`src/rtl/core/wlsdc_pkg.sv`:
```
// Shared types, constants and tables for the winch line stop and drum current block.
package wlsdc_pkg;

    localparam int KIND_W   = 2;
    localparam int DIST_W   = 32;
    localparam int TIME_W   = 32;
    localparam int STATE_W  = 3;
    localparam int LINE_W   = 31;
    localparam int AMPS_W   = 8;
    localparam int THR_W    = 16;
    localparam int CUR_W    = 8;
    localparam int DIAM_W   = 9;
    localparam int CNT_W    = 2;
    localparam int NUM_AMPS = 6;

    localparam int ADDR_W   = 5;
    localparam int APB_DW   = 32;
    localparam int REG_IDX_W = 3;

    localparam int S_DATA_W = 72;
    localparam int M_DATA_W = 56;

    localparam logic [KIND_W-1:0] KIND_ODO   = 2'd0;
    localparam logic [KIND_W-1:0] KIND_CMD   = 2'd1;
    localparam logic [KIND_W-1:0] KIND_PRESS = 2'd2;

    localparam logic [STATE_W-1:0] STATE_OFF = 3'd0;
    localparam logic [STATE_W-1:0] STATE_MAX = 3'd6;

    localparam logic [TIME_W-1:0] PRESS_WINDOW = 32'd500;
    localparam logic [CNT_W-1:0]  PRESS_FIRST  = 2'd1;
    localparam logic [CNT_W-1:0]  PRESS_DOUBLE = 2'd2;
    localparam logic [CNT_W-1:0]  PRESS_SAT    = 2'd3;

    localparam logic [LINE_W-1:0] LINE_MAX = '1;

    localparam logic [REG_IDX_W-1:0] REG_AMPS_ONE   = 3'd0;
    localparam logic [REG_IDX_W-1:0] REG_AMPS_TWO   = 3'd1;
    localparam logic [REG_IDX_W-1:0] REG_AMPS_THREE = 3'd2;
    localparam logic [REG_IDX_W-1:0] REG_AMPS_FOUR  = 3'd3;
    localparam logic [REG_IDX_W-1:0] REG_AMPS_FIVE  = 3'd4;
    localparam logic [REG_IDX_W-1:0] REG_AMPS_SIX   = 3'd5;
    localparam logic [REG_IDX_W-1:0] REG_ARM_THR    = 3'd6;
    localparam logic [REG_IDX_W-1:0] REG_STOP_THR   = 3'd7;

    localparam logic [NUM_AMPS-1:0][AMPS_W-1:0] AMPS_RST =
        {8'd140, 8'd120, 8'd100, 8'd60, 8'd40, 8'd20};
    localparam logic [THR_W-1:0] ARM_RST  = 16'd40;
    localparam logic [THR_W-1:0] STOP_RST = 16'd35;

    // drum model: sq = CORE_SQ + floor(rem * 1909 * 2^14 / 15), rem = 1500 - min(line, 1500)
    localparam int REM_W = 11;
    localparam logic [REM_W-1:0] TOTAL_LINE = 11'd1500;
    localparam int SPAN_W = 22;
    localparam logic [REM_W-1:0] SPAN_MUL = 11'd1909;
    localparam int RECIP15_W  = 23;
    localparam logic [RECIP15_W-1:0] RECIP15 = 23'd4473925;
    localparam int RECIP15_SH = 26;
    localparam int Q_W        = 18;
    localparam int FRAC_SH    = 14;
    localparam int FRAC_W     = 15;
    localparam int FRAC_IDX_W = 4;

    localparam int SQ_W       = 33;
    localparam int ROOT_W     = 17;
    localparam int ROOT_CNT_W = 5;
    localparam logic [SQ_W-1:0] CORE_SQ = 33'd1474560000;

    localparam logic [FRAC_W-1:0] SQ_FRAC [16] = '{
        15'd0,     15'd1092,  15'd2184,  15'd3276,
        15'd4369,  15'd5461,  15'd6553,  15'd7645,
        15'd8738,  15'd9830,  15'd10922, 15'd12014,
        15'd13107, 15'd14199, 15'd15291, 15'd16384
    };

    // current = floor((amps * d8 >> 8) / 265), capped
    localparam int PROD_W      = AMPS_W + ROOT_W;
    localparam int SCALE_IN_W  = 17;
    localparam int RECIP265_W  = 17;
    localparam logic [RECIP265_W-1:0] RECIP265 = 17'd126621;
    localparam int RECIP265_SH = 25;
    localparam int SCALE_W     = 9;
    localparam logic [SCALE_W-1:0] CUR_CAP = 9'd200;

    typedef struct packed {
        logic [NUM_AMPS-1:0][AMPS_W-1:0] amps;
        logic [THR_W-1:0]                arm_thr;
        logic [THR_W-1:0]                stop_thr;
    } cfg_t;

    typedef struct packed {
        logic event_en;
        logic line_en;
        logic flag_en;
    } ctrl_t;

    typedef struct packed {
        logic [LINE_W-1:0]  line;
        logic               armed;
        logic               tripped;
        logic [STATE_W-1:0] drive_state;
    } stat_t;

    function automatic logic [AMPS_W-1:0] amps_for(input cfg_t cfg,
                                                   input logic [STATE_W-1:0] st);
        logic [STATE_W-1:0] idx;
        idx = st - 3'd1;
        if (st == STATE_OFF || st > STATE_MAX) begin
            return '0;
        end
        return cfg.amps[idx];
    endfunction

endpackage

```
`src/rtl/core/wlsdc_cfg.sv`:
```
// Configuration register file behind the APB-style port.
module wlsdc_cfg (
    input  logic                          aclk,
    input  logic                          aresetn,
    input  logic                          psel,
    input  logic                          penable,
    input  logic                          pwrite,
    input  logic [wlsdc_pkg::ADDR_W-1:0]  paddr,
    input  logic [wlsdc_pkg::APB_DW-1:0]  pwdata,
    output logic [wlsdc_pkg::APB_DW-1:0]  prdata,
    output wlsdc_pkg::cfg_t               cfg
);

    wlsdc_pkg::cfg_t cfg_reg, cfg_next;
    logic [wlsdc_pkg::REG_IDX_W-1:0] idx;
    logic wr_en;

    assign idx   = paddr[wlsdc_pkg::ADDR_W-1:2];
    assign wr_en = psel & penable & pwrite;
    assign cfg   = cfg_reg;

    always_comb begin
        cfg_next = cfg_reg;
        if (wr_en) begin
            unique case (idx)
                wlsdc_pkg::REG_AMPS_ONE:   cfg_next.amps[0] = pwdata[7:0];
                wlsdc_pkg::REG_AMPS_TWO:   cfg_next.amps[1] = pwdata[7:0];
                wlsdc_pkg::REG_AMPS_THREE: cfg_next.amps[2] = pwdata[7:0];
                wlsdc_pkg::REG_AMPS_FOUR:  cfg_next.amps[3] = pwdata[7:0];
                wlsdc_pkg::REG_AMPS_FIVE:  cfg_next.amps[4] = pwdata[7:0];
                wlsdc_pkg::REG_AMPS_SIX:   cfg_next.amps[5] = pwdata[7:0];
                wlsdc_pkg::REG_ARM_THR:    cfg_next.arm_thr = pwdata[15:0];
                wlsdc_pkg::REG_STOP_THR:   cfg_next.stop_thr = pwdata[15:0];
                default:                   cfg_next = cfg_reg;
            endcase
        end
    end

    always_comb begin
        unique case (idx)
            wlsdc_pkg::REG_AMPS_ONE:   prdata = 32'(cfg_reg.amps[0]);
            wlsdc_pkg::REG_AMPS_TWO:   prdata = 32'(cfg_reg.amps[1]);
            wlsdc_pkg::REG_AMPS_THREE: prdata = 32'(cfg_reg.amps[2]);
            wlsdc_pkg::REG_AMPS_FOUR:  prdata = 32'(cfg_reg.amps[3]);
            wlsdc_pkg::REG_AMPS_FIVE:  prdata = 32'(cfg_reg.amps[4]);
            wlsdc_pkg::REG_AMPS_SIX:   prdata = 32'(cfg_reg.amps[5]);
            wlsdc_pkg::REG_ARM_THR:    prdata = 32'(cfg_reg.arm_thr);
            wlsdc_pkg::REG_STOP_THR:   prdata = 32'(cfg_reg.stop_thr);
            default:                   prdata = '0;
        endcase
    end

    always_ff @(posedge aclk) begin
        if (!aresetn) begin
            cfg_reg.amps     <= wlsdc_pkg::AMPS_RST;
            cfg_reg.arm_thr  <= wlsdc_pkg::ARM_RST;
            cfg_reg.stop_thr <= wlsdc_pkg::STOP_RST;
        end else begin
            cfg_reg <= cfg_next;
        end
    end

endmodule

```
`src/rtl/core/wlsdc_ctrl.sv`:
```
// Event handling, line out and line stop flags.
module wlsdc_ctrl (
    input  logic                                aclk,
    input  logic                                aresetn,
    input  wlsdc_pkg::ctrl_t                    ctrl,
    input  wlsdc_pkg::cfg_t                     cfg,
    input  logic [wlsdc_pkg::KIND_W-1:0]        kind,
    input  logic signed [wlsdc_pkg::DIST_W-1:0] distance,
    input  logic [wlsdc_pkg::STATE_W-1:0]       command_state,
    input  logic [wlsdc_pkg::TIME_W-1:0]        time_ms,
    output wlsdc_pkg::stat_t                    stat
);

    logic signed [wlsdc_pkg::DIST_W-1:0] offset_reg, offset_next;
    logic signed [wlsdc_pkg::DIST_W-1:0] dist_reg, dist_next;
    logic                                armed_reg, armed_next;
    logic                                tripped_reg, tripped_next;
    logic [wlsdc_pkg::STATE_W-1:0]       state_reg, state_next;
    logic [wlsdc_pkg::CNT_W-1:0]         cnt_reg, cnt_next;
    logic [wlsdc_pkg::TIME_W-1:0]        ptime_reg, ptime_next;
    logic [wlsdc_pkg::LINE_W-1:0]        line_reg, line_next;

    logic [wlsdc_pkg::TIME_W-1:0] dt;
    logic [wlsdc_pkg::CNT_W-1:0]  press_cnt;
    logic [wlsdc_pkg::DIST_W:0]   diff;
    logic                         arm_hit;
    logic                         stop_hit;

    assign dt = time_ms - ptime_reg;

    always_comb begin
        if (dt < wlsdc_pkg::PRESS_WINDOW) begin
            press_cnt = (cnt_reg == wlsdc_pkg::PRESS_SAT) ? cnt_reg : cnt_reg + 2'd1;
        end else begin
            press_cnt = wlsdc_pkg::PRESS_FIRST;
        end
    end

    assign diff = {offset_reg[wlsdc_pkg::DIST_W-1], offset_reg}
                - {dist_reg[wlsdc_pkg::DIST_W-1], dist_reg};

    always_comb begin
        if (diff[wlsdc_pkg::DIST_W]) begin
            line_next = '0;
        end else if (diff[wlsdc_pkg::DIST_W-1]) begin
            line_next = wlsdc_pkg::LINE_MAX;
        end else begin
            line_next = diff[wlsdc_pkg::LINE_W-1:0];
        end
        if (!ctrl.line_en) begin
            line_next = line_reg;
        end
    end

    assign arm_hit  = line_reg > wlsdc_pkg::LINE_W'(cfg.arm_thr);
    assign stop_hit = line_reg < wlsdc_pkg::LINE_W'(cfg.stop_thr);

    always_comb begin
        offset_next  = offset_reg;
        dist_next    = dist_reg;
        armed_next   = armed_reg;
        tripped_next = tripped_reg;
        state_next   = state_reg;
        cnt_next     = cnt_reg;
        ptime_next   = ptime_reg;
        if (ctrl.event_en) begin
            unique case (kind)
                wlsdc_pkg::KIND_ODO: begin
                    dist_next = distance;
                end
                wlsdc_pkg::KIND_CMD: begin
                    if (!tripped_reg && command_state <= wlsdc_pkg::STATE_MAX) begin
                        state_next = command_state;
                    end
                end
                wlsdc_pkg::KIND_PRESS: begin
                    cnt_next   = press_cnt;
                    ptime_next = time_ms;
                    if (press_cnt == wlsdc_pkg::PRESS_DOUBLE) begin
                        armed_next   = 1'b0;
                        tripped_next = 1'b0;
                    end else begin
                        offset_next = dist_reg;
                    end
                end
                default: begin
                end
            endcase
        end else if (ctrl.flag_en) begin
            // arm first, then trip on the same line value
            armed_next   = armed_reg | arm_hit;
            tripped_next = tripped_reg | (armed_next & stop_hit);
            if (tripped_next || state_reg > wlsdc_pkg::STATE_MAX) begin
                state_next = wlsdc_pkg::STATE_OFF;
            end
        end
    end

    always_ff @(posedge aclk) begin
        if (!aresetn) begin
            offset_reg  <= '0;
            dist_reg    <= '0;
            armed_reg   <= 1'b0;
            tripped_reg <= 1'b0;
            state_reg   <= wlsdc_pkg::STATE_OFF;
            cnt_reg     <= '0;
            ptime_reg   <= '0;
            line_reg    <= '0;
        end else begin
            offset_reg  <= offset_next;
            dist_reg    <= dist_next;
            armed_reg   <= armed_next;
            tripped_reg <= tripped_next;
            state_reg   <= state_next;
            cnt_reg     <= cnt_next;
            ptime_reg   <= ptime_next;
            line_reg    <= line_next;
        end
    end

    assign stat.line        = line_reg;
    assign stat.armed       = armed_reg;
    assign stat.tripped     = tripped_reg;
    assign stat.drive_state = state_reg;

endmodule

```
`src/rtl/core/wlsdc_isqrt.sv`:
```
// Digit-serial integer square root, two radicand bits per cycle.
module wlsdc_isqrt (
    input  logic                          aclk,
    input  logic                          aresetn,
    input  logic                          start,
    input  logic [wlsdc_pkg::SQ_W-1:0]    radicand,
    output logic                          done,
    output logic [wlsdc_pkg::ROOT_W-1:0]  root
);

    localparam int X_W     = 2 * wlsdc_pkg::ROOT_W;
    localparam int REM_W   = wlsdc_pkg::ROOT_W + 1;
    localparam int TRIAL_W = REM_W + 2;

    logic [X_W-1:0]                      x_reg, x_next;
    logic [REM_W-1:0]                    rem_reg, rem_next;
    logic [wlsdc_pkg::ROOT_W-1:0]        root_reg, root_next;
    logic [wlsdc_pkg::ROOT_CNT_W-1:0]    cnt_reg, cnt_next;
    logic                                done_reg, done_next;

    logic [TRIAL_W-1:0] trial;
    logic [TRIAL_W-1:0] test;
    logic [TRIAL_W-1:0] diff;
    logic               ge;

    assign trial = {rem_reg, x_reg[X_W-1 -: 2]};
    assign test  = TRIAL_W'({root_reg, 2'b01});
    assign ge    = trial >= test;
    assign diff  = trial - test;

    always_comb begin
        x_next    = x_reg;
        rem_next  = rem_reg;
        root_next = root_reg;
        cnt_next  = cnt_reg;
        done_next = 1'b0;
        if (start) begin
            x_next    = X_W'(radicand);
            rem_next  = '0;
            root_next = '0;
            cnt_next  = wlsdc_pkg::ROOT_CNT_W'(wlsdc_pkg::ROOT_W);
        end else if (cnt_reg != '0) begin
            x_next    = {x_reg[X_W-3:0], 2'b00};
            rem_next  = ge ? diff[REM_W-1:0] : trial[REM_W-1:0];
            root_next = {root_reg[wlsdc_pkg::ROOT_W-2:0], ge};
            cnt_next  = cnt_reg - 1'b1;
            done_next = (cnt_reg == wlsdc_pkg::ROOT_CNT_W'(1));
        end
    end

    always_ff @(posedge aclk) begin
        if (!aresetn) begin
            cnt_reg  <= '0;
            done_reg <= 1'b0;
        end else begin
            cnt_reg  <= cnt_next;
            done_reg <= done_next;
        end
    end

    always_ff @(posedge aclk) begin
        x_reg    <= x_next;
        rem_reg  <= rem_next;
        root_reg <= root_next;
    end

    assign done = done_reg;
    assign root = root_reg;

endmodule

```
`src/rtl/core/winch_line_stop_and_drum_current_top.sv`:
```
// Top level: request sequencer, drum model arithmetic and result register.
// Each request (odometer sample, drive-state command or button press) yields one result
// after the line, flag, span, reciprocal, square root, product and scaling steps; the
// bit-serial square root retires one root bit per cycle. Requests are taken one at a
// time; the next can be taken from the cycle in which the last result enters the output
// register, which holds it, so a new request can enter while the last result waits.
module winch_line_stop_and_drum_current_top (
    input  logic                              aclk,
    input  logic                              aresetn,
    input  logic                              s_tvalid,
    output logic                              s_tready,
    // distance[31:0], command_state[34:32], time_ms[66:35], zero fill
    input  logic [wlsdc_pkg::S_DATA_W-1:0]    s_tdata,
    // kind[1:0]
    input  logic [wlsdc_pkg::KIND_W-1:0]      s_tuser,
    output logic                              m_tvalid,
    input  logic                              m_tready,
    // line_out[30:0], armed[31], stopped[32], drive_state[35:33],
    // drive_current[43:36], drum_diameter[52:44], zero fill
    output logic [wlsdc_pkg::M_DATA_W-1:0]    m_tdata,
    input  logic                              psel,
    input  logic                              penable,
    input  logic                              pwrite,
    input  logic [wlsdc_pkg::ADDR_W-1:0]      paddr,
    input  logic [wlsdc_pkg::APB_DW-1:0]      pwdata,
    output logic [wlsdc_pkg::APB_DW-1:0]      prdata,
    output logic                              pready
);

    localparam logic [3:0] ST_IDLE  = 4'd0;
    localparam logic [3:0] ST_LINE  = 4'd1;
    localparam logic [3:0] ST_FLAG  = 4'd2;
    localparam logic [3:0] ST_SPAN  = 4'd3;
    localparam logic [3:0] ST_RECIP = 4'd4;
    localparam logic [3:0] ST_SQ    = 4'd5;
    localparam logic [3:0] ST_ROOT  = 4'd6;
    localparam logic [3:0] ST_PROD  = 4'd7;
    localparam logic [3:0] ST_SCALE = 4'd8;
    localparam logic [3:0] ST_OUT   = 4'd9;

    localparam int RMUL_W = wlsdc_pkg::SPAN_W + wlsdc_pkg::RECIP15_W;
    localparam int SMUL_W = wlsdc_pkg::SCALE_IN_W + wlsdc_pkg::RECIP265_W;

    logic [3:0] st_reg, st_next;

    wlsdc_pkg::cfg_t  cfg;
    wlsdc_pkg::ctrl_t ctrl;
    wlsdc_pkg::stat_t stat;

    logic [wlsdc_pkg::REM_W-1:0]    rem_reg, rem_next;
    logic [wlsdc_pkg::SPAN_W-1:0]   span_reg, span_next;
    logic [wlsdc_pkg::Q_W-1:0]      q_reg, q_next;
    logic [wlsdc_pkg::PROD_W-1:0]   prod_reg, prod_next;
    logic [wlsdc_pkg::SCALE_W-1:0]  scale_reg, scale_next;
    logic                           out_valid_reg, out_valid_next;
    logic [wlsdc_pkg::M_DATA_W-1:0] out_data_reg, out_data_next;

    logic [wlsdc_pkg::REM_W-1:0]      line_clip;
    logic [RMUL_W-1:0]                recip_prod;
    logic [wlsdc_pkg::SPAN_W-1:0]     fifteen_q;
    logic [wlsdc_pkg::SPAN_W-1:0]     resid;
    logic [wlsdc_pkg::SQ_W-1:0]       radicand;
    logic                             sq_start;
    logic                             sq_done;
    logic [wlsdc_pkg::ROOT_W-1:0]     root;
    logic [SMUL_W-1:0]                scale_prod;
    logic [wlsdc_pkg::CUR_W-1:0]      drive_current;
    logic                             out_free;
    logic                             accept;

    assign pready   = 1'b1;
    assign accept   = s_tvalid & s_tready;
    assign s_tready = (st_reg == ST_IDLE);
    assign out_free = !out_valid_reg || m_tready;

    assign ctrl.event_en = accept;
    assign ctrl.line_en  = (st_reg == ST_LINE);
    assign ctrl.flag_en  = (st_reg == ST_FLAG);

    wlsdc_cfg u_cfg (
        .aclk    (aclk),
        .aresetn (aresetn),
        .psel    (psel),
        .penable (penable),
        .pwrite  (pwrite),
        .paddr   (paddr),
        .pwdata  (pwdata),
        .prdata  (prdata),
        .cfg     (cfg)
    );

    wlsdc_ctrl u_ctrl (
        .aclk          (aclk),
        .aresetn       (aresetn),
        .ctrl          (ctrl),
        .cfg           (cfg),
        .kind          (s_tuser),
        .distance      (s_tdata[31:0]),
        .command_state (s_tdata[34:32]),
        .time_ms       (s_tdata[66:35]),
        .stat          (stat)
    );

    wlsdc_isqrt u_isqrt (
        .aclk     (aclk),
        .aresetn  (aresetn),
        .start    (sq_start),
        .radicand (radicand),
        .done     (sq_done),
        .root     (root)
    );

    assign line_clip = (stat.line > wlsdc_pkg::LINE_W'(wlsdc_pkg::TOTAL_LINE))
                     ? wlsdc_pkg::TOTAL_LINE : stat.line[wlsdc_pkg::REM_W-1:0];

    assign recip_prod = RMUL_W'(span_reg) * RMUL_W'(wlsdc_pkg::RECIP15);
    assign fifteen_q  = wlsdc_pkg::SPAN_W'({q_reg, 4'b0000}) - wlsdc_pkg::SPAN_W'(q_reg);
    assign resid      = span_reg - fifteen_q;
    assign radicand   = wlsdc_pkg::CORE_SQ
                      + (wlsdc_pkg::SQ_W'(q_reg) << wlsdc_pkg::FRAC_SH)
                      + wlsdc_pkg::SQ_W'(wlsdc_pkg::SQ_FRAC[resid[wlsdc_pkg::FRAC_IDX_W-1:0]]);
    assign sq_start   = (st_reg == ST_SQ);

    assign scale_prod = SMUL_W'(prod_reg[wlsdc_pkg::PROD_W-1:8])
                      * SMUL_W'(wlsdc_pkg::RECIP265);

    assign drive_current = (scale_reg > wlsdc_pkg::CUR_CAP)
                         ? wlsdc_pkg::CUR_CAP[wlsdc_pkg::CUR_W-1:0]
                         : scale_reg[wlsdc_pkg::CUR_W-1:0];

    always_comb begin
        st_next        = st_reg;
        rem_next       = rem_reg;
        span_next      = span_reg;
        q_next         = q_reg;
        prod_next      = prod_reg;
        scale_next     = scale_reg;
        out_valid_next = out_valid_reg;
        out_data_next  = out_data_reg;
        if (out_valid_reg && m_tready) begin
            out_valid_next = 1'b0;
        end
        unique case (st_reg)
            ST_IDLE: begin
                if (accept) begin
                    st_next = ST_LINE;
                end
            end
            ST_LINE: begin
                st_next = ST_FLAG;
            end
            ST_FLAG: begin
                rem_next = wlsdc_pkg::TOTAL_LINE - line_clip;
                st_next  = ST_SPAN;
            end
            ST_SPAN: begin
                span_next = wlsdc_pkg::SPAN_W'(rem_reg) * wlsdc_pkg::SPAN_W'(wlsdc_pkg::SPAN_MUL);
                st_next   = ST_RECIP;
            end
            ST_RECIP: begin
                q_next  = recip_prod[wlsdc_pkg::RECIP15_SH +: wlsdc_pkg::Q_W];
                st_next = ST_SQ;
            end
            ST_SQ: begin
                st_next = ST_ROOT;
            end
            ST_ROOT: begin
                if (sq_done) begin
                    st_next = ST_PROD;
                end
            end
            ST_PROD: begin
                prod_next = wlsdc_pkg::PROD_W'(wlsdc_pkg::amps_for(cfg, stat.drive_state))
                          * wlsdc_pkg::PROD_W'(root);
                st_next   = ST_SCALE;
            end
            ST_SCALE: begin
                scale_next = scale_prod[wlsdc_pkg::RECIP265_SH +: wlsdc_pkg::SCALE_W];
                st_next    = ST_OUT;
            end
            ST_OUT: begin
                if (out_free) begin
                    out_valid_next = 1'b1;
                    out_data_next  = {3'b000,
                                      root[wlsdc_pkg::ROOT_W-1:8],
                                      drive_current,
                                      stat.drive_state,
                                      stat.tripped,
                                      stat.armed,
                                      stat.line};
                    st_next        = ST_IDLE;
                end
            end
            default: begin
                st_next = ST_IDLE;
            end
        endcase
    end

    always_ff @(posedge aclk) begin
        if (!aresetn) begin
            st_reg        <= ST_IDLE;
            out_valid_reg <= 1'b0;
        end else begin
            st_reg        <= st_next;
            out_valid_reg <= out_valid_next;
        end
    end

    always_ff @(posedge aclk) begin
        rem_reg      <= rem_next;
        span_reg     <= span_next;
        q_reg        <= q_next;
        prod_reg     <= prod_next;
        scale_reg    <= scale_next;
        out_data_reg <= out_data_next;
    end

    assign m_tvalid = out_valid_reg;
    assign m_tdata  = out_data_reg;

endmodule

```
`config.mk`:
```
export PLATFORM = sky130hd
export DESIGN_NAME = winch_line_stop_and_drum_current_top
export DESIGN_NICKNAME = d
export VERILOG_FILES = /design/src/rtl/core/wlsdc_pkg.sv /design/src/rtl/core/wlsdc_cfg.sv /design/src/rtl/core/wlsdc_ctrl.sv /design/src/rtl/core/wlsdc_isqrt.sv /design/src/rtl/core/winch_line_stop_and_drum_current_top.sv
export SDC_FILE = /design/constraint.sdc
export NUM_CORES = 2
export LEC_CHECK = 0
export ABC_AREA = 1
export CAP_MARGIN = 20
export CELL_PAD_IN_SITES_DETAIL_PLACEMENT = 0
export CELL_PAD_IN_SITES_GLOBAL_PLACEMENT = 1
export CORE_MARGIN = 1.5
export CORE_UTILIZATION = 45
export DETAILED_ROUTE_END_ITERATION = 8
export DONT_BUFFER_PORTS = 1
export PLACE_DENSITY = 0.85
export RECOVER_POWER = 50
export SLEW_MARGIN = 20
export SYNTH_ARGS = -nofsm -noshare
export SYNTH_HDL_FRONTEND = slang
export SYNTH_SLANG_ARGS = --single-unit
export TNS_END_PERCENT = 100
```
`constraint.sdc`:
```
create_clock -name aclk -period 7.4 [get_ports aclk]
set_input_delay 1.48 -clock aclk [delete_from_list [all_inputs] [get_ports aclk]]
set_output_delay 1.48 -clock aclk [all_outputs]
set_load 0.02 [all_outputs]
```
# After elaboration in Yosys (flattened, before gate mapping)
# Memories as Yosys holds them, arrays and structs flattened.
# Index checks and enable logic that the tools add are counted.
# op_classes
n_addsub	11
multipliers	4
order_cmp	10
eq_ne	28
n_mux	38
bitwise_logic	10
reduce_logical	32
# ops
cell	n
32-bit case mux with 8 select lines	1
33-bit 2-to-1 mux	2
31-bit 2-to-1 mux	2
22-bit by 23-bit multiplier with 44-bit output, second input constant	1
4-bit case mux with 10 select lines	1
17-bit by 17-bit multiplier with 34-bit output, second input constant	1
31-bit by 32-bit adder with 33-bit output, first input constant	1
33-bit by 15-bit adder with 33-bit output	1
32-bit by 32-bit subtractor with 33-bit output	1
32-bit by 9-bit < comparator with 1-bit output, second input constant	1
8-bit 2-to-1 mux	4
32-bit subtractor	1
31-bit by 11-bit greater-than comparator with 1-bit output, second input constant	1
31-bit by 16-bit greater-than comparator with 1-bit output	1
31-bit by 16-bit < comparator with 1-bit output	1
15-bit 2-to-1 mux	2
8-bit by 17-bit multiplier with 25-bit output	1
8-bit binary-select mux with 3-bit select	1
11-bit by 11-bit multiplier with 22-bit output, second input constant	1
2-bit AND reduction	11
20-bit by 19-bit greater-or-equal comparator with 1-bit output	1
18-bit 2-to-1 mux	1
18-bit subtractor	1
4-bit by 3-bit == test with 1-bit output, second input constant	4
other kinds (44)	90
# totals
reg_bits	432
mem_bits_ro	240
inputBits	118
out_inout_bits	91
word_cells	166
mem_count	1
# memory_table
name	words	word_bits	read_ports	rd_clocked_by_memory_dff	write_ports	line_no	source
(name not given)	16	15	1	0	0	winch_line_stop_and_drum_current_top.sv:121	+ wlsdc_pkg::SQ_W'(wlsdc_pkg::SQ_FRAC[resid[wlsdc_pkg::FRAC_IDX_W-1:0]]);

# Longest topological paths before layout
# logic_depth
ltp_word	8
depth_mapped	33
mapped_depth_nobuf	29

# Hierarchy
# A second synthesis with hierarchy kept.
# hier_totals
hier_cells	5515
area_unflattened_um2	42582.1
# modules_own_cells
module	instances	cells_per_inst	area_per_inst_um2	seq_area_each_um2
winch_line_stop_and_drum_current_top	1	2682	24076.8	4003.8
wlsdc_ctrl	1	1715	10480.1	2682.6
wlsdc_isqrt	1	586	4280.4	1831.8
wlsdc_cfg	1	532	3744.8	1601.5

# Least setup slack after synthesis
# Ideal clock, no wire load.
# synth_path
kind	in2reg
start	input m_tready
end	register out_data_reg, in the netlist m_tdata[0], enable pin
setup_time_ps	595
arrival_ps	6570
path_slack_ps	235
cell_stages	2
cell_sequence	nor2_1 -> nor4_1
# synth_between
elab_chain_len	2
# synth_rtl
element	line_no	source
start: declaration	winch_line_stop_and_drum_current_top.sv:17	input logic m_tready,
1-bit logical OR	winch_line_stop_and_drum_current_top.sv:74	assign out_free = !out_valid_reg || m_tready;
2-bit AND reduction (no line)	n/a	
end signal: assignment	winch_line_stop_and_drum_current_top.sv:216	out_data_reg <= out_data_next;
end: declaration	winch_line_stop_and_drum_current_top.sv:56	logic [wlsdc_pkg::M_DATA_W-1:0] out_data_reg, out_data_next;
# No other way between the ends.
# A chain may end at the register's enable or synchronous reset.

# Worst setup path after layout
# layout_path
start	register u_ctrl.state_reg[0] (netlist bit)
end	register prod_reg[23] (netlist bit) (data pin)
# layout_between
elab_chain_len	7
elab_cells_between_ends	11
classes_between	add/sub (1); mul (1); order compare (1); mux (6); reduce/logical (2)
# layout_rtl
element	line_no	source
start: declaration	wlsdc_ctrl.sv:18	logic [wlsdc_pkg::STATE_W-1:0] state_reg, state_next;
start signal: assignment	wlsdc_ctrl.sv:105	state_reg <= wlsdc_pkg::STATE_OFF;
start signal: assignment	wlsdc_ctrl.sv:114	state_reg <= state_next;
branches (longest 4 deep; another with 3-bit by 1-bit subtractor with 3-bit output)	n/a	
8-bit 2-to-1 mux (*)	wlsdc_pkg.sv:111	return cfg.amps[idx];
8-bit 2-to-1 mux (*)	winch_line_stop_and_drum_current_top.sv:143	unique case (st_reg)
8-bit by 17-bit multiplier with 25-bit output (*)	winch_line_stop_and_drum_current_top.sv:174	* wlsdc_pkg::PROD_W'(root);
end signal: assignment	winch_line_stop_and_drum_current_top.sv:214	prod_reg <= prod_next;
end: declaration	winch_line_stop_and_drum_current_top.sv:53	logic [wlsdc_pkg::PROD_W-1:0] prod_reg, prod_next;
# Every way passes the cells marked *. The select of a mux whose other input is x is not followed.

==> impl_metrics.tcl <==
set metrics [dict create \
    status "complete, but fails checks" \
    violations "capacitance limit, slew limit" \
    async_flop_share_pct 0 \
    cts_root_buf "clkbuf_16" \
    placed_cells 6206 \
    drt-initial-drc-count 2177 \
    instances_no_fill 6303 \
    detail-route-antenna-nets 0 \
    required_ns 7.79 \
    r2r_slack_ns 0.77 \
    synthXorXnorAreaFrac_pct 2.71 \
    multi_input_area_um2 26600 \
    die_x_um 304 \
    cts_max_path_buffers 3 \
    grt-ovfl-total 0 \
    track_usage_pct 22.9 \
    n_fill_cell 8781 \
    fin_crit_ns 6.63 \
    drt-total-wl_um 105000 \
    antenna_found_initial 2 \
    synth_seq_area_share_pct 24.8 \
    core_area_um2 89900 \
    worstSetupPathType "reg -> reg" \
    grt_use_met2_pct 36.3 \
    post_cts_resized 0 \
    reg2reg_depth 24 \
    r2r_start "u_ctrl.state_reg[0]$_SDFFE_PN0P_" \
    drt-vias-per-instance 5.22 \
    gp_congestion 0.930 \
    hold_path_startpoint "u_ctrl.ptime_reg[4]$_SDFFE_PN0P_" \
    synth_edf_count 163 \
    cts_hold_buf 0 \
    fin_crit_sh_pct 89.6 \
    worst_hold_path.endpoint "u_ctrl.ptime_reg[4]$_SDFFE_PN0P_" \
    grtUsageMet3_pct 4.81 \
    yosysWarnings 0 \
    worstPathMaxFanout 25 \
    syn_avg_cell_area_um2 7.97 \
    reg2reg_to "prod_reg[23]$_DFFE_PP_" \
    start_util_pct 45.3 \
    stdcell_area_um2 43500 \
    die_area_um2 92300 \
    yosysTopAreaCellShare_pct 17.3 \
    drc 0 \
    die_h_um 304 \
    ys_ff_latch 424 \
    synthSimpleGateAreaFrac_pct 17.4 \
    worst_slew_pin_slew_ns 2.83 \
    setup_viol 0 \
    ys.flop_type "dfxtp_1" \
    clock.fmax_ghz 0.151 \
    critPathArrivalTime_ns 7.02 \
    use_met1_pct 31.8 \
    yosysMostFrequentCell "inv_1" \
    ctsHtreeMaxLevel 2 \
    clk_pin_slew_ns 0.06 \
    busiest_layer "met2" \
    largest_reg_flops 80 \
    dpl_cell_area_um2 41900 \
    synth_mux_area_share_pct 0 \
    start_kind "flop" \
    worst_setup_path_end_kind "flop" \
    slew_viol_final 170 \
    worstSkewPairLatency_ns 0.64 \
    yosysTopAreaCell "ha_1" \
    drt_first_pass_iters 7 \
    cts_tree "yes" \
    num_rows 110 \
    postCtsSetupBuffers 0 \
    dp_hpwl_um 84200 \
    clock-sinks 424 \
    grt_pass1_vias 32004 \
    finalNetCount 6085 \
    synthTopCellsByArea "ha_1 17%, fa_1 16%, dfxtp_1 13%, edfxtp_1 12%, inv_1 8.5%" \
    holdPathStages 2 \
    seqCellArea_um2 10100 \
    area_growth_pct 6.71 \
    ioPinCount 209 \
    cts-buffers-inserted 50 \
    yosys-top-cells-count "924 x inv_1, 914 x nand2_1, 562 x ha_1" \
    hold_class "reg -> reg" \
    avgRoutedWirePerCell_um 16.7 \
    io_buffer_count 0 \
    grt_pass1_wl_um 170000 \
    cap_violations 4 \
    hold_viol 0 \
    syn_area_um2 40700 \
    synth_fa_ha_area_share_pct 33.1 \
    synth_compound_area_share_pct 11.7 \
    max-slew-margin-rel_pct -88.4 \
    synth_top_family_by_area "adder cells" \
    rsz0062_at_grt "no" \
    vias 32909 \
    netlist_instances 5109 \
    finalSetupTns_ns 0 \
    grt_max_degree 182 \
    fin_worst_skew_ns 0.0174 \
    layout-drive-gt1-share_pct 2.60 \
    ys_types 56 \
]
-- cell type report --
| class | count | share of cell area [%] |
|---|---|---|
| diodes | 4 | 0.0230 |
| multi-input cells | 3635 | 61.1 |
| well taps | 1176 | 3.39 |
| clock buffers | 60 | 3.01 |
| repair buffers | 25 | 0.345 |
| clock inverters | 33 | 0.648 |
| inverters | 946 | 8.17 |
| flip-flops and latches | 424 | 23.3 |
-- worst max-delay path: stages, from the launching register on --
cell      delay, ns
dfxtp_1        0.32
inv_1          0.04
buf_4          0.21
ha_1           0.51
inv_1          0.33
o21ai_0        0.18
nand2_1        0.09
nand3_1        0.48
inv_1          0.38
nand2_1        0.12
fa_1           0.55
inv_1          0.05
fa_1           0.46
fa_1           0.55
inv_1          0.05
fa_1           0.60
inv_1          0.06
ha_1           0.34
a21o_1         0.23
a21boi_0       0.33
nor2_1         0.11
nor3_1         0.20
nand2_1        0.08
nand2_1        0.06
nand2_1        0.04
-- stage by stage --
| stage | hold slack, ns | util [%] | worst slack, ns |
|---|---|---|---|
| floorplan | 0.406 | - | 0.235 |
| global placement | 0.440 | 46.6 | 0.853 |
| detailed placement | 0.447 | 46.6 | 0.829 |
| CTS | 0.457 | 48.4 | 0.825 |
| global route | 0.481 | 48.4 | 0.420 |
| finish | 0.454 | 48.4 | 0.769 |
-- cells by family after synthesis --
family / after synthesis
AND/OR/NAND/NOR: 1731
buffers and inverters: 1068
adder cells (fa/ha/maj): 885
AO/OA/AOI/OAI: 874
flip-flops: 424
XOR/XNOR: 125
other: 2
-- cell usage in the layout (no fill, tap or decap), types with 17 or more instances in the layout --
cell / instances
fa_1: 323
nand2_1: 914
clkbuf_1: 19
o21bai_1: 18
ha_1: 562
a31oi_1: 28
o22ai_1: 20
nor2_1: 463
nand4_1: 24
nand3_1: 215
nor4_1: 17
o21ai_0: 299
dfxtp_1: 261
conb_1: 20
xor2_1: 73
clkinv_1: 24
clkbuf_16: 51
a21oi_1: 404
edfxtp_1: 163
nor3_1: 55
xnor2_1: 50
inv_1: 923
-- worst max-delay path by stage --
| stage | cells past startpoint | slack (ns) | start | end |
|---|---|---|---|---|
| finish | 24 | 0.77 | u_ctrl.state_reg[0]$_SDFFE_PN0P_ | prod_reg[23]$_DFFE_PP_ |
| global route | 24 | 0.42 | u_ctrl.state_reg[0]$_SDFFE_PN0P_ | prod_reg[23]$_DFFE_PP_ |
| CTS | 24 | 0.82 | u_ctrl.state_reg[0]$_SDFFE_PN0P_ | prod_reg[23]$_DFFE_PP_ |
| detailed placement | 24 | 0.83 | u_ctrl.state_reg[0]$_SDFFE_PN0P_ | prod_reg[23]$_DFFE_PP_ |
| global placement | 24 | 0.85 | u_ctrl.state_reg[0]$_SDFFE_PN0P_ | prod_reg[23]$_DFFE_PP_ |
| floorplan | 2 | 0.23 | m_tready | m_tdata[0]$_DFFE_PP_ |
-- metal layers --
layer	part of all wire (%)	wire (um)
met3	7.0	7340
met4	2.4	2520
met1	47	49300
met5	0	0
met2	44	46100
Power is left out: the tool's default activity adds up to more than one toggle a clock period on the data nets, which glitch-free logic cannot reach.
